===== config.mk =====
export PLATFORM = sky130hd
export DESIGN_NAME = int_to_decimal_ascii_core
export DESIGN_NICKNAME = d
export VERILOG_FILES = /design/src/sv/itda_pkg.sv /design/src/sv/itda_dabble.sv /design/src/sv/itda_emit.sv /design/src/sv/int_to_decimal_ascii_core.sv
export SDC_FILE = /design/constraint.sdc
export NUM_CORES = 1
export LEC_CHECK = 0
export BUFFER_PORTS_ARGS = -buffer_cell sky130_fd_sc_hd__buf_2
export CAP_MARGIN = 20
export CORE_ASPECT_RATIO = 0.6
export CORE_MARGIN = 3
export CORE_UTILIZATION = 50
export DETAILED_ROUTE_END_ITERATION = 10
export PLACE_DENSITY = 0.73
export RECOVER_POWER = 50
export SYNTH_ARGS = -nofsm -noshare
export SYNTH_HDL_FRONTEND = slang
export SYNTH_HIERARCHICAL = 1
export SYNTH_SLANG_ARGS = --single-unit

===== constraint.sdc =====
create_clock -name clk -period 4.3 [get_ports clk]
set_clock_uncertainty 0.15 [all_clocks]
set_input_delay 0.86 -clock clk [delete_from_list [all_inputs] [get_ports clk]]
set_output_delay 0.86 -clock clk [all_outputs]
set_load 0.05 [all_outputs]

===== src/sv/itda_pkg.sv =====
// Shared types and constants for the integer to decimal text converter.
`timescale 1ns / 1ps

package itda_pkg;

    localparam int MAG_W      = 32;
    localparam int NUM_DIGITS = 10;
    localparam int BCD_W      = 4 * NUM_DIGITS;
    localparam int CNT_W      = $clog2(MAG_W);
    localparam int LEFT_W     = $clog2(NUM_DIGITS + 1);
    localparam int CHAR_W     = 6;

    localparam logic [CHAR_W-1:0] CODE_MINUS = 6'd45;
    localparam logic [CHAR_W-1:0] CODE_ZERO  = 6'd48;

    // Converted magnitude handed from the shifter to the emitter
    typedef struct packed {
        logic             valid;
        logic             negative;
        logic [BCD_W-1:0] bcd;
    } bcd_result_t;

endpackage


===== src/sv/itda_dabble.sv =====
// Bit-serial binary to BCD shifter (shift-and-add-3), one input bit per cycle.
`timescale 1ns / 1ps

module itda_dabble
(
    input  logic                       clk,
    input  logic                       rst_n,
    input  logic                       load,
    input  logic                       negative,
    input  logic [itda_pkg::MAG_W-1:0] mag,
    output itda_pkg::bcd_result_t      result
);
    import itda_pkg::*;

    logic [MAG_W-1:0] bin_reg;
    logic [BCD_W-1:0] bcd_reg;
    logic [BCD_W-1:0] bcd_adj;
    logic [CNT_W-1:0] cnt_reg;
    logic             run_reg;
    logic             done_reg;
    logic             neg_reg;

    // Add three to every digit of five or more before the shift
    always_comb
    begin
        logic [3:0] d;
        for (int i = 0; i < NUM_DIGITS; i++)
        begin
            d = bcd_reg[i*4 +: 4];
            bcd_adj[i*4 +: 4] = (d >= 4'd5) ? d + 4'd3 : d;
        end
    end

    always_ff @(posedge clk or negedge rst_n)
    begin
        if (!rst_n)
        begin
            run_reg  <= 1'b0;
            done_reg <= 1'b0;
            cnt_reg  <= '0;
        end
        else
        begin
            done_reg <= 1'b0;
            if (load)
            begin
                run_reg <= 1'b1;
                cnt_reg <= '0;
            end
            else if (run_reg)
            begin
                cnt_reg <= cnt_reg + 1'b1;
                if (cnt_reg == CNT_W'(MAG_W - 1))
                begin
                    run_reg  <= 1'b0;
                    done_reg <= 1'b1;
                end
            end
        end
    end

    always_ff @(posedge clk)
    begin
        if (load)
        begin
            bin_reg <= mag;
            bcd_reg <= '0;
            neg_reg <= negative;
        end
        else if (run_reg)
        begin
            bin_reg <= {bin_reg[MAG_W-2:0], 1'b0};
            bcd_reg <= {bcd_adj[BCD_W-2:0], bin_reg[MAG_W-1]};
        end
    end

    assign result.valid    = done_reg;
    assign result.negative = neg_reg;
    assign result.bcd      = bcd_reg;

endmodule


===== src/sv/itda_emit.sv =====
// Character emitter: sign, leading-zero skip, then one digit per cycle.
`timescale 1ns / 1ps

module itda_emit
(
    input  logic                        clk,
    input  logic                        rst_n,
    input  itda_pkg::bcd_result_t       result,
    output logic                        strobe,
    output logic [itda_pkg::CHAR_W-1:0] char_code,
    output logic                        last,
    output logic                        finish
);
    import itda_pkg::*;

    typedef enum logic [1:0] {
        ST_IDLE,
        ST_SIGN,
        ST_SKIP,
        ST_EMIT
    } state_t;

    state_t            state_reg;
    logic [BCD_W-1:0]  digits_reg;
    logic [LEFT_W-1:0] left_reg;
    logic              strobe_reg;
    logic [CHAR_W-1:0] char_reg;
    logic              last_reg;
    logic              finish_reg;
    logic [3:0]        top_digit;

    assign top_digit = digits_reg[BCD_W-1 -: 4];

    always_ff @(posedge clk or negedge rst_n)
    begin
        if (!rst_n)
        begin
            state_reg  <= ST_IDLE;
            strobe_reg <= 1'b0;
            last_reg   <= 1'b0;
            finish_reg <= 1'b0;
            left_reg   <= '0;
            digits_reg <= '0;
            char_reg   <= '0;
        end
        else
        begin
            strobe_reg <= 1'b0;
            last_reg   <= 1'b0;
            finish_reg <= 1'b0;
            unique case (state_reg)
                ST_IDLE:
                begin
                    if (result.valid)
                    begin
                        digits_reg <= result.bcd;
                        left_reg   <= LEFT_W'(NUM_DIGITS);
                        state_reg  <= result.negative ? ST_SIGN : ST_SKIP;
                    end
                end
                ST_SIGN:
                begin
                    strobe_reg <= 1'b1;
                    char_reg   <= CODE_MINUS;
                    state_reg  <= ST_SKIP;
                end
                ST_SKIP:
                begin
                    // drop leading zeros but keep at least one digit
                    if (top_digit == 4'd0 && left_reg != LEFT_W'(1))
                    begin
                        digits_reg <= {digits_reg[BCD_W-5:0], 4'd0};
                        left_reg   <= left_reg - 1'b1;
                    end
                    else
                    begin
                        state_reg <= ST_EMIT;
                    end
                end
                ST_EMIT:
                begin
                    strobe_reg <= 1'b1;
                    char_reg   <= CODE_ZERO + CHAR_W'(top_digit);
                    digits_reg <= {digits_reg[BCD_W-5:0], 4'd0};
                    left_reg   <= left_reg - 1'b1;
                    if (left_reg == LEFT_W'(1))
                    begin
                        last_reg   <= 1'b1;
                        finish_reg <= 1'b1;
                        state_reg  <= ST_IDLE;
                    end
                end
                default:
                begin
                    state_reg <= ST_IDLE;
                end
            endcase
        end
    end

    assign strobe    = strobe_reg;
    assign char_code = char_reg;
    assign last      = last_reg;
    assign finish    = finish_reg;

endmodule


===== src/sv/int_to_decimal_ascii_core.sv =====
// Top level of the signed 32-bit integer to decimal ASCII converter.
`timescale 1ns / 1ps
//
// Usage:
//   Request channel: drive value and raise start; the request is taken at a
//   rising edge where start is high and busy is low. busy then stays high
//   until the final character of that request has been presented.
//   Result channel: each character appears on char_code for one cycle with
//   strobe high; last marks the final character of the run. The receiver
//   cannot hold results off, so every strobed cycle must be captured.
//   Text: '-' first for a negative value, then the decimal digits, most
//   significant first, with leading zeros dropped (zero gives one '0').
// Timing:
//   The magnitude passes through a bit-serial shift-and-add-3 converter,
//   one bit per cycle; a registered done flag then hands the BCD digits
//   to the emitter. The emitter shows the sign, drops the leading zeros
//   one at a time, and then shows the digits that remain. A new request
//   cannot be taken until the run is over: at best, the next one is taken
//   at the end of the cycle after the last character is shown.
// Reset: rst_n clears busy and all strobes; any run in progress is dropped.

module int_to_decimal_ascii_core
(
    input  logic                        clk,
    input  logic                        rst_n,
    input  logic                        start,
    output logic                        busy,
    input  logic signed [31:0]          value,
    output logic                        strobe,
    output logic [itda_pkg::CHAR_W-1:0] char_code,
    output logic                        last
);
    import itda_pkg::*;

    logic             accept;
    logic             negative;
    logic [MAG_W-1:0] mag;
    logic             busy_reg;
    logic             busy_next;
    logic             finish;
    bcd_result_t      result;

    assign accept = start && !busy_reg;

    // Form the magnitude in unsigned arithmetic so the most negative value
    // gives 2147483648 without overflow.
    assign negative = value[MAG_W-1];
    assign mag      = negative ? (~MAG_W'(value) + 1'b1) : MAG_W'(value);

    // Hold busy from the request until the emitter finishes the last digit
    always_comb
    begin
        busy_next = busy_reg;
        if (accept)
        begin
            busy_next = 1'b1;
        end
        else if (finish)
        begin
            busy_next = 1'b0;
        end
    end

    always_ff @(posedge clk or negedge rst_n)
    begin
        if (!rst_n)
        begin
            busy_reg <= 1'b0;
        end
        else
        begin
            busy_reg <= busy_next;
        end
    end

    assign busy = busy_reg;

    itda_dabble u_dabble
    (
        .clk      (clk),
        .rst_n    (rst_n),
        .load     (accept),
        .negative (negative),
        .mag      (mag),
        .result   (result)
    );

    itda_emit u_emit
    (
        .clk       (clk),
        .rst_n     (rst_n),
        .result    (result),
        .strobe    (strobe),
        .char_code (char_code),
        .last      (last),
        .finish    (finish)
    );

    // A character is only ever shown while its request is still in hand
    a_strobe_busy: assert property (@(posedge clk) disable iff (!rst_n)
        strobe |-> busy)
        else $error("character shown with no request in progress");

    // The final character releases the block
    a_last_frees: assert property (@(posedge clk) disable iff (!rst_n)
        (strobe && last) |=> !busy)
        else $error("busy still high after final character");

    // A fresh request cannot yield a character in the next cycle
    a_no_early: assert property (@(posedge clk) disable iff (!rst_n)
        accept |=> !strobe)
        else $error("character shown straight after a request");

    // The sign is never the final character
    a_sign_not_last: assert property (@(posedge clk) disable iff (!rst_n)
        (strobe && char_code == CODE_MINUS) |-> !last)
        else $error("minus sign flagged as final character");

endmodule

; Word level (Yosys, flattened, before mapping)
; Index checks and enable logic that the tools add are counted.
[op_classes]
n_reduce_logical = 12
n_addsub = 14
n_bitwise = 1
n_eq_ne = 10
magnitude_cmp = 10
mux = 38
[ops]
columns = op, count
row1 = one-hot mux 40 bit (3 select lines), 1
row2 = 2-to-1 mux 32 bit, 3
row3 = 2-to-1 mux 40 bit, 2
row4 = 2-to-1 mux 4 bit, 11
row5 = "greater-or-equal comparator 4 x 3 -> 1 bit, second input constant", 10
row6 = "adder 4 x 2 -> 4 bit, second input constant", 9
row7 = "adder 32 x 1 -> 32 bit, second input constant", 1
row8 = NOT 32 bit, 1
row9 = one-hot mux 4 bit (3 select lines), 1
row10 = one-hot mux 6 bit (2 select lines), 1
row11 = 2-to-1 mux 1 bit, 11
row12 = 2-to-1 mux 5 bit, 2
row13 = 2-to-1 mux 2 bit, 4
row14 = one-hot mux 2 bit (4 select lines), 1
row15 = "adder 5 x 5 -> 6 bit, first input constant", 1
row16 = AND reduction 3 bit, 2
row17 = nonzero test 2 bit, 3
row18 = "adder 5 x 1 -> 5 bit, second input constant", 1
row19 = "equality test 5 bit, second input constant", 1
row20 = "equality test 2 bit, second input constant", 2
row21 = "equality test 4 x 1 -> 1 bit, second input constant", 1
row22 = logical NOT 4 bit, 1
row23 = "!= test 2 x 1 -> 1 bit, second input constant", 2
row24 = "!= test 2 bit, second input constant", 2
row25 = 10 further kinds, 11
[word_totals]
inputBits = 35
ff_bits = 135

; Depth between registers and ports, before layout
[logic_depth]
depth_word = 4
mapped_depth = 8
depth_no_buf = 7

; Modules after synthesis
; Netlist, hierarchy kept.
[by_module_without_submodules]
columns = module, cells_per_inst, area_each_um2, instances, seq_area_each_um2
row1 = itda_dabble, 399, 4145.2, 1, 1966.9
row2 = itda_emit, 207, 2713.9, 1, 1351.3
row3 = int_to_decimal_ascii_core, 104, 730.7, 1, 25.0

; Worst setup path after synthesis
; Ideal clock, no wire load.
[synth_timing]
kind = input to register
start = in value[1]
end = reg u_dabble.bin_reg[24] (data pin)
n_path_buf = 0
arrival_ns = 2.369
stages = 7
setup_ns = 0.260
required_time_ns = 3.890
setup_slack_ns = 1.522
cell_sequence = inv_1 ha_1 nor4b_1 nand3_1 o41ai_1 xnor2_1 mux2_2
[synth_between]
elab_chain_cells = 4
[synth_lines]
columns = element, line_no
row1 = from (decl), int_to_decimal_ascii_core.sv:28  ; input logic signed [31:0] value,
row2 = NOT 32 bit, int_to_decimal_ascii_core.sv:48  ; assign mag = negative ? (~MAG_W'(value) + 1'b1) : MAG_W'(value);
row3 = adder 32 x 1 -> 32 bit, int_to_decimal_ascii_core.sv:48
row4 = 2-to-1 mux 32 bit, int_to_decimal_ascii_core.sv:48
row5 = net mag[24], int_to_decimal_ascii_core.sv:37  ; logic [MAG_W-1:0] mag;
row6 = 2-to-1 mux 32 bit, itda_dabble.sv:64  ; if (load)
row7 = to (signal assigned), itda_dabble.sv:66  ; bin_reg <= mag;
row8 = to (signal assigned), itda_dabble.sv:72  ; bin_reg <= {bin_reg[MAG_W-2:0], 1'b0};
row9 = to (decl), itda_dabble.sv:15  ; logic [MAG_W-1:0] bin_reg;
; The timed path passes the listed nets, and every way through them passes these cells.
; A chain may end at the register's enable or synchronous reset.

; Final worst setup path
[layout_timing]
start = in start
end = reg u_dabble.bcd_reg[37]
[layout_between]
elab_chain_cells = 1
[layout_lines]
columns = element, line_no
row1 = from (decl), int_to_decimal_ascii_core.sv:26  ; input logic start,
row2 = logical AND 1 bit, int_to_decimal_ascii_core.sv:43  ; assign accept = start && !busy_reg;
row3 = net accept, int_to_decimal_ascii_core.sv:35  ; logic accept;
row4 = to (signal assigned), itda_dabble.sv:73  ; bcd_reg <= {bcd_adj[BCD_W-2:0], bin_reg[MAG_W-1]};
row5 = to (decl), itda_dabble.sv:16  ; logic [BCD_W-1:0] bcd_reg;
; The timed path passes the listed nets, and every way through them passes these cells.

==> impl_metrics.tcl <==
set metrics [dict create \
    initial_utilization_pct 51.7 \
    synth_ff_type "dfrtp_1" \
    grt_antenna_before_repair 0 \
    worstMarginPinSlew_ns 2.31 \
    critical-path-top-delay-family "buffers and inverters" \
    p_leak_nw 3.38 \
    clock-sinks 135 \
    first_pass_iters 5 \
    instances_no_fill 955 \
    synth_mux_area_share_pct 16.6 \
    synth-compound-area-share_pct 14.0 \
    grt_pass1_vias 5337 \
    synth_xor_area_share_pct 3.81 \
    io_pins 44 \
    grt_use_total_pct 19.7 \
    whs_path_depth 1 \
    maxUsedRoutingLayer "met4" \
    async_flop_share_pct 45.9 \
    cts_root_buf "clkbuf_16" \
    tns_ns 0 \
    hp-start "u_emit/finish$_DFF_PN0_" \
    path_max_fanout 52 \
    synth-seq-cells 135 \
    crit_arrival_ns 3.28 \
    clock_path_buffers 2 \
    synth_area_um2 7590 \
    fin_crit_ns 3.24 \
    drv_cap 3 \
    hold_buffers 0 \
    insertion_delay_ns 0.42 \
    synth-simple-area-share_pct 11.7 \
    timing.rr.start "u_dabble/run_reg$_DFF_PN0_" \
    yosysUniqueCellTypes 57 \
    cts_made_buffers 17 \
    htreeDepth 4 \
    slew_headroom_pct -54.1 \
    finalMaxSlewViolations 136 \
    fin_crit_sh_pct 75.3 \
    nets 809 \
    stdcell_area_um2 8540 \
    setup_viol 0 \
    wl_met1_mm 7.79 \
    synth_edf_count 33 \
    crit_required_ns 4.34 \
    dr_wl_met2_mm 7.33 \
    syn_to_final_growth_pct 12.5 \
    avgSynthCellArea_um2 10.7 \
    num_rows 34 \
    hold_slack_ns 0.301 \
    viasPerCell 5.85 \
    powerDensity_nw_per_um2 830 \
    vias 5590 \
    io_buffers 43 \
    clkSlewWorstSetupHoldPaths_ns 0.06 \
    grt_pass1_wl_mm 26.5 \
    fillCellCount 1211 \
    place_inst 921 \
    crit_cells 5 \
    seq_power_share_pct 34.8 \
    yosys_warnings 6 \
    grt-ovfl-total 0 \
    endpoint_kind "flop" \
    drt-total-wl_mm 16.0 \
    drive_gt1_share_pct 23.2 \
    drc 0 \
    cpMostUsedCell "clkbuf_1" \
    net-switching-power_mw 2.71 \
    synth_nets 775 \
    die_area_um2 16700 \
    met3_length_um 777 \
    cp_num_buf_inv 2 \
    critical_path.slowest_cell "clkbuf_1" \
    reg2reg_to "u_dabble/bcd_reg[13]$_SDFFE_PP0P_" \
    rsz0062_at_grt "false" \
    yosysTopAreaCell "dfrtp_1" \
    die_height_um 101 \
    max_stage_delay_ns 1.66 \
    dp_hpwl_mm 10.7 \
    min_to "busy$_DFFE_PN0P_" \
    yosys-top-cells-area "dfrtp_1, edfxtp_1, dfxtp_1, mux2_2, ha_1" \
    worstRegToRegCells 4 \
    p_total_mw 7.08 \
    cts_tree "done" \
    ys_top_cells_by_count "mux2_2, dfrtp_1, inv_1" \
    multiInputGateArea_um2 3890 \
    clockPowerShare_pct 20.9 \
    antenna_cells 0 \
    synthAdderAreaFrac_pct 4.95 \
    grt_max_degree 53 \
    fmax_ghz 0.309 \
    status "finished, violations left" \
    crit_type "in -> reg" \
    cts_setup_buffers 0 \
    seqCellArea_um2 3340 \
    cts_resized 0 \
    startpoint_type "input pin" \
    p_int_mw 4.37 \
    postRouteAntennaNets 0 \
    synth_top_area_share_pct 20.4 \
    synth_top_family_by_area "multiplexers" \
    failed_checks "capacitance limit, slew limit" \
    yosysMostFrequentCell "mux2_2" \
    hold_violations 0 \
    synth_seq_area_share_pct 44.0 \
    place_area_um2 7930 \
    crit_path_cell_trace "clkbuf_1, nor2b_4, clkbuf_1, or4b_1, o311ai_0" \
    drt_iter0_markers 465 \
    ir_drop_mv 0.415 \
    wl_per_cell_um 16.8 \
    coreArea_um2 14700 \
    p_sw_share_pct 38.3 \
    netlist_instances 710 \
    combPwrFrac_pct 44.4 \
    hp-class "reg -> reg" \
    reg2reg_slack_ns 1.11 \
    gp_congestion 0.817 \
    fp.dieW_um 165 \
]
[layout by cell type (no fill, tap or decap), drive strengths merged, types with 8 or more instances in the layout]
master	n
inv	52
nand2	39
mux2	103
or3	10
ha	30
dfrtp	62
nand4	11
o31ai	15
o21ai	53
xnor2	31
o22ai	8
nand2b	8
nor3	12
nor2	32
buf	42
dfxtp	40
a21oi	31
clkbuf	28
nand3	15
edfxtp	33
[through the flow]
| step | util, % | setup WS, ns |
|---|---|---|
| 2_1_floorplan | - | 1.52 |
| 3_3_place_gp | 54.0 | 1.27 |
| 3_5_place_dp | 54.0 | 1.19 |
| 4_1_cts | 58.1 | 1.49 |
| 5_1_grt | 58.2 | 0.851 |
| 6_report | 58.2 | 1.06 |
[how the worst max path moves through the flow]
stage	slack [ns]	start	end
floorplan	1.52	value[1]	u_dabble/bin_reg[24]$_DFFE_PP_
global placement	1.27	value[6]	u_dabble/bin_reg[25]$_DFFE_PP_
detailed placement	1.19	value[6]	u_dabble/bin_reg[25]$_DFFE_PP_
CTS	1.49	u_emit/state_reg[0]$_DFFE_PN0P_	u_emit/digits_reg[18]$_DFFE_PN0P_
global route	0.85	start	u_dabble/bcd_reg[26]$_SDFFE_PP0P_
finish	1.06	start	u_dabble/bcd_reg[37]$_SDFFE_PP0P_
[final cells by class]
| type | count | share of cell area, % |
|---|---|---|
| clock buffer | 18 | 5.14 |
| tap | 198 | 2.90 |
| clock inverter | 14 | 1.89 |
| inverter | 46 | 2.02 |
| timing repair buffer | 52 | 3.34 |
| sequential | 135 | 39.2 |
| multi-input combinational | 492 | 45.5 |
[power by group through the flow]
stage | combinational (mW) | clock, mW | sequential (mW)
floorplan | 2.48 | 0 | 2.39
global placement | 2.86 | 0 | 2.44
detailed placement | 3.02 | 0 | 2.47
CTS | 3.06 | 1.51 | 2.46
global route | 3.46 | 1.57 | 2.56
finish | 3.14 | 1.48 | 2.46
[cell families after synthesis]
group,Yosys count
adder cells (fa/ha/maj),30
multiplexers,110
AND/OR/NAND/NOR,164
XOR/XNOR,33
flip-flops,135
AO/OA/AOI/OAI,155
buffers and inverters,83
[metal layers]
metal	up-vias	GRT usage, %
li1	2668	-
met1	2760	28.7
met2	147	29.4
met3	15	4.94
met4	0	5.54
met5	-	0
Note: power is estimated with default switching activity, not from simulation.
